File: config.mk
export PLATFORM = sky130hd
export DESIGN_NAME = srt_front
export DESIGN_NICKNAME = d
export VERILOG_FILES = /design/src/sv/sorted_record_table_macros.svh /design/src/sv/srt_pkg.sv /design/src/sv/srt_front.sv
export SDC_FILE = /design/constraint.sdc
export NUM_CORES = 1
export LEC_CHECK = 0
export BUFFER_PORTS_ARGS = -buffer_cell sky130_fd_sc_hd__buf_2
export CAP_MARGIN = 5
export CORE_MARGIN = 3
export CORE_UTILIZATION = 52
export CTS_CLUSTER_DIAMETER = 120
export DETAILED_ROUTE_END_ITERATION = 10
export GPL_TIMING_DRIVEN = 0
export PLACE_DENSITY = 0.8
export SYNTH_ARGS = -nofsm -noshare
export SYNTH_HDL_FRONTEND = slang
export SYNTH_SLANG_ARGS = --single-unit
File: constraint.sdc
create_clock -name clk -period 7.5 [get_ports clk]
set_input_delay 0.75 -clock clk [delete_from_list [all_inputs] [get_ports clk]]
set_output_delay 0.75 -clock clk [all_outputs]
set_load 0.1 [all_outputs]
File: src/sv/sorted_record_table_macros.svh
// assertion helpers for the sorted record table
`ifndef SORTED_RECORD_TABLE_MACROS_SVH
`define SORTED_RECORD_TABLE_MACROS_SVH

// same-cycle implication, checked out of reset
`define SRT_ASSERT_NOW(lbl, ante, cons, msg) \
    lbl: assert property (@(posedge clk) disable iff (!rst_n) (ante) |-> (cons)) \
        else $error(msg);

// next-cycle implication, checked out of reset
`define SRT_ASSERT_NEXT(lbl, ante, cons, msg) \
    lbl: assert property (@(posedge clk) disable iff (!rst_n) (ante) |=> (cons)) \
        else $error(msg);

`endif

File: src/sv/srt_pkg.sv
package srt_pkg;

    // table geometry
    localparam int TABLE_DEPTH = 128;
    localparam int CNT_W       = $clog2(TABLE_DEPTH + 1);
    localparam int CMP_W       = (CNT_W > 8) ? CNT_W : 8;

    // query read-out: rank is 8 bits and starts at 1, so at most 255 cells are reachable
    localparam int QRY_SPAN    = (TABLE_DEPTH < 256) ? TABLE_DEPTH : 256;
    localparam int QRY_GRPS    = 16;

    // command queue between front and back
    localparam int QUEUE_DEPTH = 2;
    localparam int QPTR_W      = $clog2(QUEUE_DEPTH);
    localparam int QCNT_W      = $clog2(QUEUE_DEPTH + 1);

    // request codes on the req_type port
    localparam logic [1:0] REQ_INSERT = 2'd0;
    localparam logic [1:0] REQ_DELETE = 2'd1;
    localparam logic [1:0] REQ_QUERY  = 2'd2;

    typedef enum logic [1:0] {
        OP_INSERT,
        OP_DELETE,
        OP_QUERY,
        OP_NOP
    } op_t;

    typedef enum logic [1:0] {
        ST_OK,
        ST_FULL,
        ST_NOTFOUND,
        ST_RANGE
    } status_t;

    typedef enum logic [1:0] {
        BK_IDLE,
        BK_EVAL,
        BK_APPLY
    } bk_state_t;

    typedef struct packed {
        logic [31:0] key;
        logic [71:0] name;
    } rec_t;

    typedef struct packed {
        op_t        op;
        rec_t       rec;
        logic [7:0] rank;
    } cmd_t;

    typedef struct packed {
        logic valid;
        cmd_t cmd;
    } q_head_t;

    typedef struct packed {
        status_t    status;
        rec_t       rec;
        logic [7:0] count;
    } res_t;

endpackage

File: src/sv/srt_front.sv
module srt_front
(
    input  logic              clk,
    input  logic              rst_n,
    input  logic              push,
    output logic              full,
    input  logic [1:0]        req_type,
    input  logic [31:0]       key_code,
    input  logic [63:0]       name_head,
    input  logic [7:0]        name_tail,
    input  logic [7:0]        rank,
    input  logic              q_take,
    output srt_pkg::q_head_t  q_head
);

    srt_pkg::cmd_t                  fifo_reg [srt_pkg::QUEUE_DEPTH];
    logic [srt_pkg::QPTR_W-1:0]     wr_ptr_reg;
    logic [srt_pkg::QPTR_W-1:0]     wr_ptr_next;
    logic [srt_pkg::QPTR_W-1:0]     rd_ptr_reg;
    logic [srt_pkg::QPTR_W-1:0]     rd_ptr_next;
    logic [srt_pkg::QCNT_W-1:0]     cnt_reg;
    logic [srt_pkg::QCNT_W-1:0]     cnt_next;
    srt_pkg::cmd_t                  cmd_in;
    logic                           wr_en;
    logic                           rd_en;

    // classify the request code
    always_comb
    begin
        cmd_in.rec.key  = key_code;
        cmd_in.rec.name = {name_tail, name_head};
        cmd_in.rank     = rank;
        case (req_type)
            srt_pkg::REQ_INSERT: cmd_in.op = srt_pkg::OP_INSERT;
            srt_pkg::REQ_DELETE: cmd_in.op = srt_pkg::OP_DELETE;
            srt_pkg::REQ_QUERY:  cmd_in.op = srt_pkg::OP_QUERY;
            default:             cmd_in.op = srt_pkg::OP_NOP;
        endcase
    end

    assign full         = (cnt_reg == srt_pkg::QCNT_W'(srt_pkg::QUEUE_DEPTH));
    assign wr_en        = push && !full;
    assign rd_en        = q_take && q_head.valid;
    assign q_head.valid = (cnt_reg != '0);
    assign q_head.cmd   = fifo_reg[rd_ptr_reg];

    always_comb
    begin
        wr_ptr_next = wr_ptr_reg;
        rd_ptr_next = rd_ptr_reg;
        if (wr_en)
        begin
            wr_ptr_next = (wr_ptr_reg == srt_pkg::QPTR_W'(srt_pkg::QUEUE_DEPTH - 1))
                        ? '0 : wr_ptr_reg + 1'b1;
        end
        if (rd_en)
        begin
            rd_ptr_next = (rd_ptr_reg == srt_pkg::QPTR_W'(srt_pkg::QUEUE_DEPTH - 1))
                        ? '0 : rd_ptr_reg + 1'b1;
        end
        cnt_next = cnt_reg + srt_pkg::QCNT_W'(wr_en) - srt_pkg::QCNT_W'(rd_en);
    end

    always_ff @(posedge clk or negedge rst_n)
    begin
        if (!rst_n)
        begin
            wr_ptr_reg <= '0;
            rd_ptr_reg <= '0;
            cnt_reg    <= '0;
        end
        else
        begin
            wr_ptr_reg <= wr_ptr_next;
            rd_ptr_reg <= rd_ptr_next;
            cnt_reg    <= cnt_next;
        end
    end

    always_ff @(posedge clk)
    begin
        if (wr_en)
        begin
            fifo_reg[wr_ptr_reg] <= cmd_in;
        end
    end

endmodule

# ---- Word-level counts from Yosys, hierarchy flattened
# Memory sizes are Yosys's and may differ from the RTL's.
# Index checks and enable logic that the tools add are counted.
dict set report word_totals {
  word_cells 21
  ramBits 228
  ff_bits 4
  inputBits 118
  n_memories 1
}
# name words word_bits rd rd_ports_with_merged_regs write_ports line_no
set mem_list {}
lappend mem_list {fifo_reg 2 114 1 0 1 srt_front.sv:16} ;# srt_pkg::cmd_t fifo_reg [srt_pkg::QUEUE_DEPTH];
dict set report classes {
  n_eq_ne 3
  addsub 4
  reduce_logical 5
  mux 5
}
# cell n
set op_table {}
lappend op_table {{case mux 2 bit (3 select lines)} 1}
lappend op_table {{equality test 2 bit (second input constant)} 2}
lappend op_table {{2-to-1 mux 1 bit} 4}
lappend op_table {{adder 1 bit (second input constant)} 2}
lappend op_table {{adder 2 x 1 -> 2 bit} 1}
lappend op_table {{equality test 2 x 1 -> 1 bit (second input constant)} 1}
lappend op_table {{logical AND 1 bit} 2}
lappend op_table {{logical NOT 2 bit} 1}
lappend op_table {{nonzero test 2 bit} 1}
lappend op_table {{subtractor 2 x 1 -> 2 bit} 1}
lappend op_table {{logical NOT 1 bit} 1}

# ---- Logic depth before layout (Yosys ltp)
dict set report depth {
  word_depth 5
  ltp_mapped 7
}

# ---- Least setup slack after synthesis
# No wires, ideal clock.
dict set report synth_path {
  path_kind {input port to flip-flop}
  startpoint {in push}
  endpoint {mem fifo_reg[0][0] in the netlist's numbering (enable)}
  arrival_ns 5.585
  setup_time_ns 0.588
  slack_ns 1.327
  required_time_ns 6.912
  path_stages 2
  cell_sequence {nand2_1 > nor2_1}
}
dict set report synth_between {
  elab_chain_cells 3
}
# element line_no
set synth_rtl {}
lappend synth_rtl {{from (decl)} srt_front.sv:5} ;# input logic push,
lappend synth_rtl {{logical AND 1 bit} srt_front.sv:42} ;# assign wr_en = push && !full;
lappend synth_rtl {{2-to-1 mux 1 bit} srt_front.sv:82} ;# if (wr_en)
lappend synth_rtl {{2-to-1 mux 1 bit (not written as such)} srt_front.sv:84} ;# fifo_reg[wr_ptr_reg] <= cmd_in;
lappend synth_rtl {{to (decl)} srt_front.sv:16}
# No other way between the ends.

==> impl_metrics.py <==
metrics = {
    "grt": {
        "grt_max_degree": 61,
        "grt.total_usage_pct": 17.1,
        "antenna_found_initial": 1,
        "grt_pass1_wl_mm": 24.2,
        "grt_overflow": 0,
        "grt_pass1_vias": 4660,
    },
    "worst_setup_path": {
        "arrival_ns": 1.97,
        "reg2reg_slack_ns": 5.38,
        "worst-endpoint-required_ns": 6.75,
        "cp-end-kind": "primary output",
        "cp_max_fo": 10,
        "reg2regPathDepth": 5,
        "startpoint_type": "flop",
        "crit_type": "flop to primary output",
        "r2r_end": "fifo_reg[0][72]",
        "rr_startpoint": "cnt_reg[1]",
    },
    "drt": {
        "vias": 4371,
        "drt_iter0_markers": 220,
        "first_pass_iters": 4,
        "drc": 0,
        "vias_per_cell": 5.02,
        "wirelength_mm": 16.1,
        "ant_nets": 0,
        "drt-wirelength-per-cell_um": 18.5,
    },
    "flow_run": {
        "drv_cap": 0,
    },
    "cts": {
        "cts.sinks": 232,
        "clk_latency_ns": 0.50,
        "postCtsHoldBufs": 0,
        "root_buffer": "clkbuf_16",
        "post_cts_buffers": 0,
        "numCtsBuffers": 24,
        "h-tree-depth": 1,
        "cts_resized": 0,
        "tritoncts": "yes",
        "cts_buffer_depth": 3,
        "clk_pin_slew_ns": 0.06,
    },
    "die": {
        "die_height_um": 135,
        "num_rows": 46,
        "core_area_um2": 16100,
        "start_util_pct": 53.8,
        "die_w_um": 135,
        "num_io_pins": 234,
        "dieArea_um2": 18200,
    },
    "sta": {
        "maxSlewViolCount": 0,
        "rsz0062_at_grt": "no",
        "post-route-period-util_pct": 36.3,
        "hold_slack_ns": 0.0396,
        "worst_slack_ns": 4.78,
        "layout_min_cycle_time_ns": 2.72,
        "worstMarginPinSlew_ns": 0.808,
        "clock-skew-final_ns": 0.0104,
        "finalSetupViolations": 0,
        "hold_viol": 0,
        "slew_headroom_pct": 46.1,
        "tns_ns": 0,
        "fmax_mhz": 367,
    },
    "place": {
        "io_buffers": 231,
        "pre_cts_slack_ns": 5.09,
        "place_hpwl_mm": 11.0,
        "place_congestion": 0.703,
        "dpl_cell_area_um2": 10200,
    },
    "cells_and_area": {
        "largest_reg_flops": 228,
        "multi_input_area_um2": 1580,
        "area_growth_syn_to_layout_pct": 26.8,
        "layout.nets": 756,
        "nFillCells": 1034,
        "ff_latch_area_um2": 6950,
        "n_antenna_cell": 0,
        "drive_gt1_share_pct": 60.9,
        "final_area_um2": 11000,
    },
    "worst_hold_path": {
        "min_path_type": "input pin to async pin",
    },
    "synth": {
        "ys_types": 17,
        "synth_top_area_share_pct": 79.3,
        "synth.avg_cell_area_um2": 23.0,
        "synth_warnings": 0,
        "synthFlopType": "edfxtp_1",
        "synth_edf_count": 228,
        "synthTopCellsByCount": "edfxtp_1, mux2_2, mux2_4",
        "synth_most_common_cell": "edfxtp_1",
        "synth_area_leaders": "edfxtp_1, mux2_4, mux2_2, dfrtp_1, buf_6",
        "synth_top_area_cell": "edfxtp_1",
        "yosys_register_bits": 232,
        "synth.cell_area_um2": 8630,
        "synthesis.instances": 375,
        "async_reset_ff_share_pct": 1.72,
        "ys_seq_area_share_pct": 80.5,
        "syn_nets": 495,
    },
    "run_status": {
        "outcome": "finished, final reports clean",
    },
}
## cell usage in the layout, fill, tap and decap left out
| cell type | instances |
|---|---|
| edfxtp_1 | 228 |
| buf_2 | 237 |
| nand2b_1 | 1 |
| clkinv_1 | 6 |
| inv_1 | 2 |
| mux2_4 | 50 |
| nor2_4 | 1 |
| and3_4 | 1 |
| or2_2 | 1 |
| buf_16 | 1 |
| clkbuf_1 | 7 |
| mux2_2 | 64 |
| inv_8 | 1 |
| xnor2_1 | 3 |
| ha_1 | 2 |
| buf_12 | 3 |
| nand2_1 | 1 |
| clkinv_2 | 3 |
| bufinv_16 | 3 |
| clkbuf_16 | 25 |
| xor2_1 | 1 |
| clkinvlp_4 | 1 |
| dfrtp_1 | 4 |
| buf_6 | 7 |
| and2_1 | 1 |
## stage by stage
| stage | utilization [%] | instances |
|---|---|---|
| floorplan | - | 375 |
| global placement | 62.7 | 822 |
| detailed placement | 63.3 | 826 |
| CTS | 68.2 | 870 |
| global route | 68.2 | 870 |
| finish | 68.2 | 870 |
## cell type report
cell class	instances	area share (%)
clock buffers	30	5.88
inverters	2	0.0685
repair buffers	235	11.4
clock inverters	14	1.34
plain buffers	15	1.06
multi-input cells	126	14.4
well taps	216	2.47
flip-flops and latches	232	63.4
## layer usage
layer | global-route usage [%] | part of all wire (%) | routed length, um | vias up
met4 | 6.17 | 2.9 | 464 | 2
li1 | - | - | - | 2019
met1 | 19.1 | 37 | 5950 | 2120
met2 | 30.3 | 50 | 8130 | 183
met5 | 0 | 0.081 | 13 | -
met3 | 5.77 | 9.8 | 1570 | 47
## how the worst max path moves through the flow
stage          cells after the start  slack [ns]       start               to
2_1_floorplan                      2        1.33        push   fifo_reg[0][0]
3_3_place_gp                       3       -0.91        push  fifo_reg[0][75]
3_5_place_dp                       5        5.09        push  fifo_reg[0][75]
4_1_cts                            5        4.73  rd_ptr_reg       q_head[51]
5_1_grt                            5        4.70  rd_ptr_reg       q_head[50]
6_report                           5        4.78  rd_ptr_reg       q_head[51]
## critical path: stages, from the launching register on
cell     delay [ns]
dfrtp_1        0.34
buf_6          0.13
buf_6          0.17
buf_6          0.20
mux2_4         0.31
buf_2          0.29
## kinds of logic (layout without fill, tap and decap cells)
family                   count (synthesis)  count (layout)  synth area share, %
XOR/XNOR                                 4               4                0.406
adder cells (fa/ha/maj)                  2               2                0.290
multiplexers                           114             114                 17.0
flip-flops                             232             232                 80.5
AND/OR/NAND/NOR                          6               6                0.377
buffers and inverters                   17             296                 1.43
Power is not shown: default switching activity piles up to over one toggle a cycle in this logic, so the estimate is an artifact.
